--- src/design/tcphs_pkg.sv ---
// Shared types and constants for the TCP handshake tracker.
package tcphs_pkg;

    localparam logic [7:0] FlagSyn = 8'h02;
    localparam logic [7:0] FlagAck = 8'h10;

    localparam int QDepth = 4;
    localparam int QAw    = $clog2(QDepth);
    localparam int QCw    = $clog2(QDepth + 1);

    typedef struct packed {
        logic [31:0] src_addr;
        logic [31:0] dst_addr;
        logic [15:0] src_port;
        logic [15:0] dst_port;
        logic [31:0] seq_number;
        logic [31:0] ack_number;
        logic [7:0]  tcp_flags;
    } t_in_word;

    typedef struct packed {
        logic        syn_event;
        logic        synack_event;
        logic        ack_event;
        logic        connect_event;
        logic        is_connected;
        logic [31:0] client_addr_out;
    } t_out_word;

    // classified segment as it waits in the queue
    typedef struct packed {
        logic [31:0] src_addr;
        logic [31:0] dst_addr;
        logic [15:0] src_port;
        logic [15:0] dst_port;
        logic [31:0] seq_number;
        logic [31:0] seq_p1;
        logic [31:0] ack_number;
        logic        syn_only;
        logic        synack;
        logic        ack_set;
    } t_cls_word;

    typedef struct packed {
        logic full;
        logic empty;
    } t_q_stat;

endpackage

--- src/design/tcphs_front.sv ---
// Front stage: accept a segment header, decode its flags and precompute seq + 1.
module tcphs_front (
    input  logic                 i_clk,
    input  logic                 i_rst_n,
    input  logic                 i_in_valid,
    input  tcphs_pkg::t_in_word  i_in_word,
    output logic                 o_in_stall,
    input  tcphs_pkg::t_q_stat   i_q_stat,
    output logic                 o_push,
    output tcphs_pkg::t_cls_word o_cls
);
    import tcphs_pkg::*;

    logic      r_fv;
    logic      n_fv;
    t_cls_word r_cls;
    t_cls_word n_cls;
    logic      take;
    logic      syn;
    logic      ackf;

    assign o_push     = r_fv && !i_q_stat.full;
    assign take       = !r_fv || o_push;
    assign o_in_stall = !take;
    assign o_cls      = r_cls;

    assign syn  = (i_in_word.tcp_flags & FlagSyn) != 8'd0;
    assign ackf = (i_in_word.tcp_flags & FlagAck) != 8'd0;

    always_comb begin
        n_fv = take ? i_in_valid : r_fv;
        n_cls.src_addr   = i_in_word.src_addr;
        n_cls.dst_addr   = i_in_word.dst_addr;
        n_cls.src_port   = i_in_word.src_port;
        n_cls.dst_port   = i_in_word.dst_port;
        n_cls.seq_number = i_in_word.seq_number;
        n_cls.seq_p1     = i_in_word.seq_number + 32'd1;
        n_cls.ack_number = i_in_word.ack_number;
        n_cls.syn_only   = syn && !ackf;
        n_cls.synack     = syn && ackf;
        n_cls.ack_set    = ackf;
    end

    always_ff @(posedge i_clk) begin
        if (!i_rst_n) begin
            r_fv <= 1'b0;
        end else begin
            r_fv <= n_fv;
        end
    end

    always_ff @(posedge i_clk) begin
        if (take && i_in_valid) begin
            r_cls <= n_cls;
        end
    end

endmodule

--- src/design/tcphs_queue.sv ---
// Short queue of classified words between the front and back stages.
module tcphs_queue (
    input  logic                 i_clk,
    input  logic                 i_rst_n,
    input  logic                 i_push,
    input  tcphs_pkg::t_cls_word i_item,
    input  logic                 i_pop,
    output tcphs_pkg::t_cls_word o_item,
    output tcphs_pkg::t_q_stat   o_stat
);
    import tcphs_pkg::*;

    t_cls_word        r_mem [QDepth];
    logic [QAw-1:0]   r_wr_ptr;
    logic [QAw-1:0]   r_rd_ptr;
    logic [QCw-1:0]   r_cnt;
    logic [QCw-1:0]   n_cnt;

    assign o_stat.full  = r_cnt == QCw'(QDepth);
    assign o_stat.empty = r_cnt == '0;
    assign o_item       = r_mem[r_rd_ptr];

    always_comb begin
        n_cnt = r_cnt;
        case ({i_push, i_pop})
            2'b10:   n_cnt = r_cnt + QCw'(1);
            2'b01:   n_cnt = r_cnt - QCw'(1);
            default: n_cnt = r_cnt;
        endcase
    end

    always_ff @(posedge i_clk) begin
        if (!i_rst_n) begin
            r_wr_ptr <= '0;
            r_rd_ptr <= '0;
            r_cnt    <= '0;
        end else begin
            if (i_push) begin
                r_wr_ptr <= r_wr_ptr + QAw'(1);
            end
            if (i_pop) begin
                r_rd_ptr <= r_rd_ptr + QAw'(1);
            end
            r_cnt <= n_cnt;
        end
    end

    always_ff @(posedge i_clk) begin
        if (i_push) begin
            r_mem[r_wr_ptr] <= i_item;
        end
    end

endmodule

--- src/design/tcphs_back.sv ---
// Back stage: apply one word to the connection state and register the result.
module tcphs_back (
    input  logic                 i_clk,
    input  logic                 i_rst_n,
    input  tcphs_pkg::t_q_stat   i_q_stat,
    input  tcphs_pkg::t_cls_word i_item,
    output logic                 o_pop,
    output logic                 o_out_valid,
    output tcphs_pkg::t_out_word o_out_word,
    input  logic                 i_out_stall
);
    import tcphs_pkg::*;

    logic [31:0] r_cl_addr, n_cl_addr;
    logic [31:0] r_sv_addr, n_sv_addr;
    logic [15:0] r_cl_port, n_cl_port;
    logic [15:0] r_sv_port, n_sv_port;
    // client and server sequence numbers (cs1, ss1) are kept already incremented by one
    logic [31:0] r_cs1, n_cs1;
    logic [31:0] r_ss1, n_ss1;
    logic [31:0] r_sack, n_sack;
    logic [31:0] r_fseq, n_fseq;
    logic [31:0] r_fack, n_fack;
    logic        r_conn, n_conn;
    logic        r_ov;
    t_out_word   r_out;
    t_out_word   n_out;
    logic        fwd_match;
    logic        rev_match;

    assign o_pop       = !i_q_stat.empty && (!r_ov || !i_out_stall);
    assign o_out_valid = r_ov;
    assign o_out_word  = r_out;

    assign fwd_match = r_cl_addr == i_item.src_addr && r_sv_addr == i_item.dst_addr &&
                       r_cl_port == i_item.src_port && r_sv_port == i_item.dst_port;
    assign rev_match = r_cl_addr == i_item.dst_addr && r_sv_addr == i_item.src_addr &&
                       r_cl_port == i_item.dst_port && r_sv_port == i_item.src_port;

    always_comb begin
        n_cl_addr = r_cl_addr;
        n_sv_addr = r_sv_addr;
        n_cl_port = r_cl_port;
        n_sv_port = r_sv_port;
        n_cs1     = r_cs1;
        n_ss1     = r_ss1;
        n_sack    = r_sack;
        n_fseq    = r_fseq;
        n_fack    = r_fack;
        n_conn    = r_conn;
        n_out     = '0;

        if (i_item.syn_only) begin
            n_cs1     = i_item.seq_p1;
            n_cl_addr = i_item.src_addr;
            n_sv_addr = i_item.dst_addr;
            n_cl_port = i_item.src_port;
            n_sv_port = i_item.dst_port;
            n_conn    = 1'b0;
            n_out.syn_event = 1'b1;
        end

        if (i_item.synack) begin
            if (rev_match) begin
                n_sack = i_item.ack_number;
                n_ss1  = i_item.seq_p1;
                n_out.synack_event = 1'b1;
            end else begin
                n_sack = 32'd0;
                n_ss1  = 32'd1;
            end
        end

        if (i_item.ack_set) begin
            if (fwd_match) begin
                n_fseq = i_item.seq_number;
                n_fack = i_item.ack_number;
                n_out.ack_event = 1'b1;
            end else begin
                n_fseq = 32'd0;
                n_fack = 32'd0;
            end
        end

        // mark connected once all three relations line up
        if (n_sack == n_cs1 && n_fseq == n_cs1 && n_fack == n_ss1 && !n_conn) begin
            n_conn = 1'b1;
            n_out.connect_event = 1'b1;
        end

        n_out.is_connected    = n_conn;
        n_out.client_addr_out = n_cl_addr;
    end

    always_ff @(posedge i_clk) begin
        if (!i_rst_n) begin
            r_cl_addr <= 32'd0;
            r_sv_addr <= 32'd0;
            r_cl_port <= 16'd0;
            r_sv_port <= 16'd0;
            r_cs1     <= 32'd1;
            r_ss1     <= 32'd1;
            r_sack    <= 32'd0;
            r_fseq    <= 32'd0;
            r_fack    <= 32'd0;
            r_conn    <= 1'b0;
            r_ov      <= 1'b0;
        end else begin
            if (o_pop) begin
                r_cl_addr <= n_cl_addr;
                r_sv_addr <= n_sv_addr;
                r_cl_port <= n_cl_port;
                r_sv_port <= n_sv_port;
                r_cs1     <= n_cs1;
                r_ss1     <= n_ss1;
                r_sack    <= n_sack;
                r_fseq    <= n_fseq;
                r_fack    <= n_fack;
                r_conn    <= n_conn;
                r_ov      <= 1'b1;
            end else if (!i_out_stall) begin
                r_ov <= 1'b0;
            end
        end
    end

    always_ff @(posedge i_clk) begin
        if (o_pop) begin
            r_out <= n_out;
        end
    end

endmodule

--- src/design/tcp_handshake_tracker.sv ---
// A word accepted on the input passes the front register, the queue and the output register before o_out_valid.
// Throughput: one word per cycle while i_out_stall is low; the back stage updates the connection state on each pop.
// The front stage and the four-word queue absorb output stall without blocking input at once.
// Reset (synchronous, active low) clears the tuple, sequence state and connected mark,
// and empties the front register, queue and output register.
module tcp_handshake_tracker (
    input  logic                 i_clk,
    input  logic                 i_rst_n,
    input  logic                 i_in_valid,
    input  tcphs_pkg::t_in_word  i_in_word,
    output logic                 o_in_stall,
    output logic                 o_out_valid,
    output tcphs_pkg::t_out_word o_out_word,
    input  logic                 i_out_stall
);
    import tcphs_pkg::*;

    t_q_stat   q_stat;
    logic      push;
    logic      pop;
    t_cls_word front_cls;
    t_cls_word q_item;

    tcphs_front u_front (
        .i_clk      (i_clk),
        .i_rst_n    (i_rst_n),
        .i_in_valid (i_in_valid),
        .i_in_word  (i_in_word),
        .o_in_stall (o_in_stall),
        .i_q_stat   (q_stat),
        .o_push     (push),
        .o_cls      (front_cls)
    );

    tcphs_queue u_queue (
        .i_clk   (i_clk),
        .i_rst_n (i_rst_n),
        .i_push  (push),
        .i_item  (front_cls),
        .i_pop   (pop),
        .o_item  (q_item),
        .o_stat  (q_stat)
    );

    tcphs_back u_back (
        .i_clk       (i_clk),
        .i_rst_n     (i_rst_n),
        .i_q_stat    (q_stat),
        .i_item      (q_item),
        .o_pop       (pop),
        .o_out_valid (o_out_valid),
        .o_out_word  (o_out_word),
        .i_out_stall (i_out_stall)
    );

    a_no_overflow: assert property (@(posedge i_clk) disable iff (!i_rst_n)
        !(push && q_stat.full))
        else $error("queue push while full");

    a_conn_marked: assert property (@(posedge i_clk) disable iff (!i_rst_n)
        o_out_valid && o_out_word.connect_event |-> o_out_word.is_connected)
        else $error("connect event without connected mark");

    a_syn_excl: assert property (@(posedge i_clk) disable iff (!i_rst_n)
        o_out_valid && o_out_word.syn_event |->
            !o_out_word.ack_event && !o_out_word.synack_event)
        else $error("SYN event together with an ACK event");

    a_reset_empty: assert property (@(posedge i_clk)
        !i_rst_n |=> !o_out_valid)
        else $error("output valid right after reset");

endmodule

--- config.mk ---
export PLATFORM = sky130hd
export DESIGN_NAME = tcp_handshake_tracker
export DESIGN_NICKNAME = d
export VERILOG_FILES = /design/src/design/tcphs_pkg.sv /design/src/design/tcphs_front.sv /design/src/design/tcphs_queue.sv /design/src/design/tcphs_back.sv /design/src/design/tcp_handshake_tracker.sv
export SDC_FILE = /design/constraint.sdc
export NUM_CORES = 2
export LEC_CHECK = 0
export BUFFER_PORTS_ARGS = -buffer_cell sky130_fd_sc_hd__buf_2
export CAP_MARGIN = 15
export CORE_UTILIZATION = 30
export DETAILED_ROUTE_END_ITERATION = 16
export SLEW_MARGIN = 5
export SYNTH_ARGS = -nofsm -noshare
export SYNTH_HDL_FRONTEND = slang
export SYNTH_SLANG_ARGS = --single-unit
--- constraint.sdc ---
create_clock -name i_clk -period 12.2 [get_ports i_clk]
set_input_delay 2.44 -clock i_clk [delete_from_list [all_inputs] [get_ports i_clk]]
set_output_delay 2.44 -clock i_clk [all_outputs]
set_load 0.005 [all_outputs]
==> results.yml <==
yosys:
  synth.most_common_cell: "sky130_fd_sc_hd__edfxtp_1"
  synth.top_cells.by_area: "sky130_fd_sc_hd__edfxtp_1 57%, sky130_fd_sc_hd__dfxtp_1 10%, sky130_fd_sc_hd__mux4_2 7.3%"
  ys_dominant_reg_cell: "sky130_fd_sc_hd__edfxtp_1"
  syn_area_per_cell_um2: 15.2
  synth.cells.most_frequent: "1,012 x sky130_fd_sc_hd__edfxtp_1, 352 x sky130_fd_sc_hd__nand2_1, 268 x sky130_fd_sc_hd__dfxtp_1, 194 x sky130_fd_sc_hd__a22oi_1, 172 x sky130_fd_sc_hd__mux4_2"
  synthesis.instances: 3480
  syn_area_mm2: 0.0530
  synth-seq-area-share_pct: 67.5
  total_of_warnings_raised_by_yosys: 0
  count_of_flip_flops_with_a_built_in_enable_after_synthesis: 1012
  synth_area_leader_cell: "sky130_fd_sc_hd__edfxtp_1"
  synthArstFlopShare_pct: 0
  post_synth_num_cell_types: 75
  syn-num-nets: 3659
  synthDominantCellAreaShare_pct: 57.3
  yosys_register_bits: 1280
pwr:
  power_mw: 13.3
  power.leakage_nw: 19.0
  power_density_mw_per_mm2: 219
  power.share.clock_pct: 31.4
  switchingPower_mw: 4.43
  comb_power_share_pct: 26.8
  max-vdd-ir-drop_v: 0.000151
  sequentialPowerShare_pct: 41.7
  internal_power_mw: 8.91
  switching_share_pct: 33.2
detailed_routing:
  route.detailed.vias_per_inst: 5.17
  drtAntennaViolNets: 0
  drtIter0Drc: 3408
  number_of_detailed_routing_iterations_run_before_antenna_repair: 7
  drt_drc_violations_left: 0
  detailroute.via_count: 31500
  routed_wirelength_mm: 155
  drt-wirelength-per-cell_um: 25.4
floorplan:
  placement_rows: 153
  die_width_um: 422
  dieHeight_um: 422
  boundaryPins: 211
  design.die.area_mm2: 0.178
  fp.coreArea_mm2: 0.175
  initial_utilization_pct: 30.4
global_routing:
  top_usage_layer: "met2"
  groute.layer.met1.usage_pct: 23.7
  grt_overflow: 0
  antenna_found_initial: 19
  first_global_vias: 30200
  gr-usage-all-layers_pct: 17.0
  largest_net_degree_at_the_start_of_global_routing: 138
  wire_length_of_the_first_global_routing_pass_mm: 220
  grtUsageMet2_pct: 26.7
  grtUsageMet3_pct: 2.52
clocking:
  cts_hold_repair.buffers: 0
  cts_tree: "done"
  ctsLongestPathBuffers: 3
  worst_skew_pair.late_latency_ns: 0.78
  tritoncts_buffers: 132
  clock_tree.htree_level_count: 4
  cts.reportedPaths.clkPinSlew_ns: 0.06
  cts-resized-gates: 0
  clock-root-buffer: "sky130_fd_sc_hd__clkbuf_16"
  tritoncts_num_sinks: 1280
  postCtsSetupRepairBufs: 0
sta:
  finalMaxSlewViolations: 0
  slew_headroom_pct: 12.6
  final.setup_skew_ns: 0.0330
  finalHoldWorstSlack_ns: 0.465
  max_slew.worst_pin.slew_ns: 1.27
  final-setup-viol-count: 0
  final_report_hold_violation_count: 0
  fin_setup_tns_ns: 0
  finalCriticalPeriod_ns: 7.07
  finalCritPeriodShare_pct: 57.9
  final.setup.worst_slack_ns: 5.13
  maxClockFrequency_ghz: 0.142
  grt_setup_unrepaired: "no"
place:
  dpl-instance-area_mm2: 0.0564
  port_buffers: 204
  place_inst: 5856
  detailed_place_hpwl_mm: 104
  place_worst_setup_slack_ns: 5.31
  gp_congestion: 0.970
critical_path:
  r2r_slack_ns: 5.13
  cp_max_fo: 108
  ff2ff_path_depth: 15
  worstSetupEndpointType: "flip-flop"
  criticalPathCategory: "flip-flop to flip-flop"
  max_stage_delay_ns: 0.69
  crit_chain: "buf_4 -> buf_12 -> mux2_2 -> a22oi_1 -> a31oi_1 -> a2111oi_0 -> nand4_1 -> nor4_4 -> buf_4 -> a22oi_1 -> xor2_1 -> or4_1 -> nor4_1 -> nand4_1 -> nor3b_1"
  setup.worst_path.start_class: "flip-flop"
  arrival_ns: 7.65
  worst-endpoint-required_ns: 12.79
  worst_path_max_delay_cell: "sky130_fd_sc_hd__buf_4"
final_layout:
  regMostFlops: "u_queue.r_mem"
  final_cell_count_no_fill: 6104
  fin_nets: 3844
  largest_reg_flops: 780
  final_cell_area_mm2: 0.0610
  post_route_cells_drive_above_1_share_pct: 18.4
  syn2layout_area_growth_pct: 15.0
  nFillCells: 16700
  fin_util_pct: 34.9
worst_hold_path:
  holdCritPathClass: "flip-flop to flip-flop"
  hold-path-cell-count: 2
outcome:
  run_status: "finished, final reports clean"
flow_run:
  maxCapViolCount: 0
[layer usage]
metal	up-vias	part of all wire, %
li1	13900	-
met4	14	3.3
met3	228	6.2
met5	-	0.064
met1	16200	44
met2	1150	47
[kinds of logic after synthesis]
family | count (synthesis) | synth area share, %
flops | 1280 | 67.5
simple gates | 742 | 6.89
compound gates | 641 | 9.02
mux | 359 | 11.0
buf+inv | 256 | 2.26
xor+xnor | 195 | 3.22
fa+ha+maj | 7 | 0.179
[cell type report]
class,instances,area (µm²),share of cell area [%]
clock buffer,176,3720,6.11
clock inverter,67,810,1.33
multi-input combinational,1944,16100,26.4
sequential,1280,35800,58.7
timing repair buffer,253,1430,2.35
tap,2325,2910,4.77
inverter,54,204,0.335
antenna,5,12.5,0.0205
[worst max-delay path: cells and delay by family (launching register included)]
family / cells / cell delay (ns)
AND/OR/NAND/NOR: 6 / 2.08
XOR/XNOR: 1 / 0.25
buffers and inverters: 3 / 1.93
multiplexers: 1 / 0.47
flip-flops: 1 / 0.60
AO/OA/AOI/OAI: 4 / 1.29
[layout by cell type (no fill, tap or decap), types with 13 or more instances in the layout]
master                      netlist  final
sky130_fd_sc_hd__inv_1           50     50
sky130_fd_sc_hd__nand3_1         30     30
sky130_fd_sc_hd__mux2_2          34     33
sky130_fd_sc_hd__nand2b_1        16     15
sky130_fd_sc_hd__o22ai_1         30     30
sky130_fd_sc_hd__a21boi_0       120    120
sky130_fd_sc_hd__nor2_1          36     34
sky130_fd_sc_hd__a211oi_1        25     25
sky130_fd_sc_hd__nand2_1        352    350
sky130_fd_sc_hd__o21ai_0         45     45
sky130_fd_sc_hd__and2_1          24     19
sky130_fd_sc_hd__nor4_1          19     19
sky130_fd_sc_hd__clkbuf_8         0     15
sky130_fd_sc_hd__nor3_1          29     29
sky130_fd_sc_hd__dfxtp_1        268    266
sky130_fd_sc_hd__a31oi_1         22     22
sky130_fd_sc_hd__bufinv_16        0     16
sky130_fd_sc_hd__and3_1          13     13
sky130_fd_sc_hd__clkbuf_16        0    137
sky130_fd_sc_hd__o2111ai_1       13     13
sky130_fd_sc_hd__a22oi_1        194    194
sky130_fd_sc_hd__xnor2_1        169    169
sky130_fd_sc_hd__clkinv_2         0     21
sky130_fd_sc_hd__clkinv_1         0     14
sky130_fd_sc_hd__mux2i_1        144    144
sky130_fd_sc_hd__xor2_1          26     26
sky130_fd_sc_hd__buf_2           39    203
sky130_fd_sc_hd__edfxtp_1      1012   1012
sky130_fd_sc_hd__mux4_2         172    172
sky130_fd_sc_hd__nand4_1         47     47
sky130_fd_sc_hd__a221oi_1        16     16
sky130_fd_sc_hd__buf_4           29     46
sky130_fd_sc_hd__clkbuf_1       110     24
sky130_fd_sc_hd__a21oi_1         35     35
sky130_fd_sc_hd__nor2b_1        150    149
sky130_fd_sc_hd__a32oi_1         44     44
[path summary, 6_finish.rpt]
path,startpoint,end
hold / removal,u_back.r_cs1[11],u_back.r_cs1[11]
setup reg to reg,flip-flop,u_back.o_out_word[33]
hold reg to reg,u_back.r_cs1[11],u_back.r_cs1[11]
setup / recovery,flip-flop,u_back.o_out_word[33]
[power groups by stage]
stage          clock [mW]  combinational, mW  sequential (mW)
4_1_cts              4.29               3.55             5.56
5_1_grt              4.44               3.76             5.60
3_3_place_gp            0               3.54             5.63
2_1_floorplan           0               2.28             5.50
3_5_place_dp            0               3.54             5.65
6_report             4.19               3.58             5.57
No activity file was read; power rests on OpenSTA's default activity.
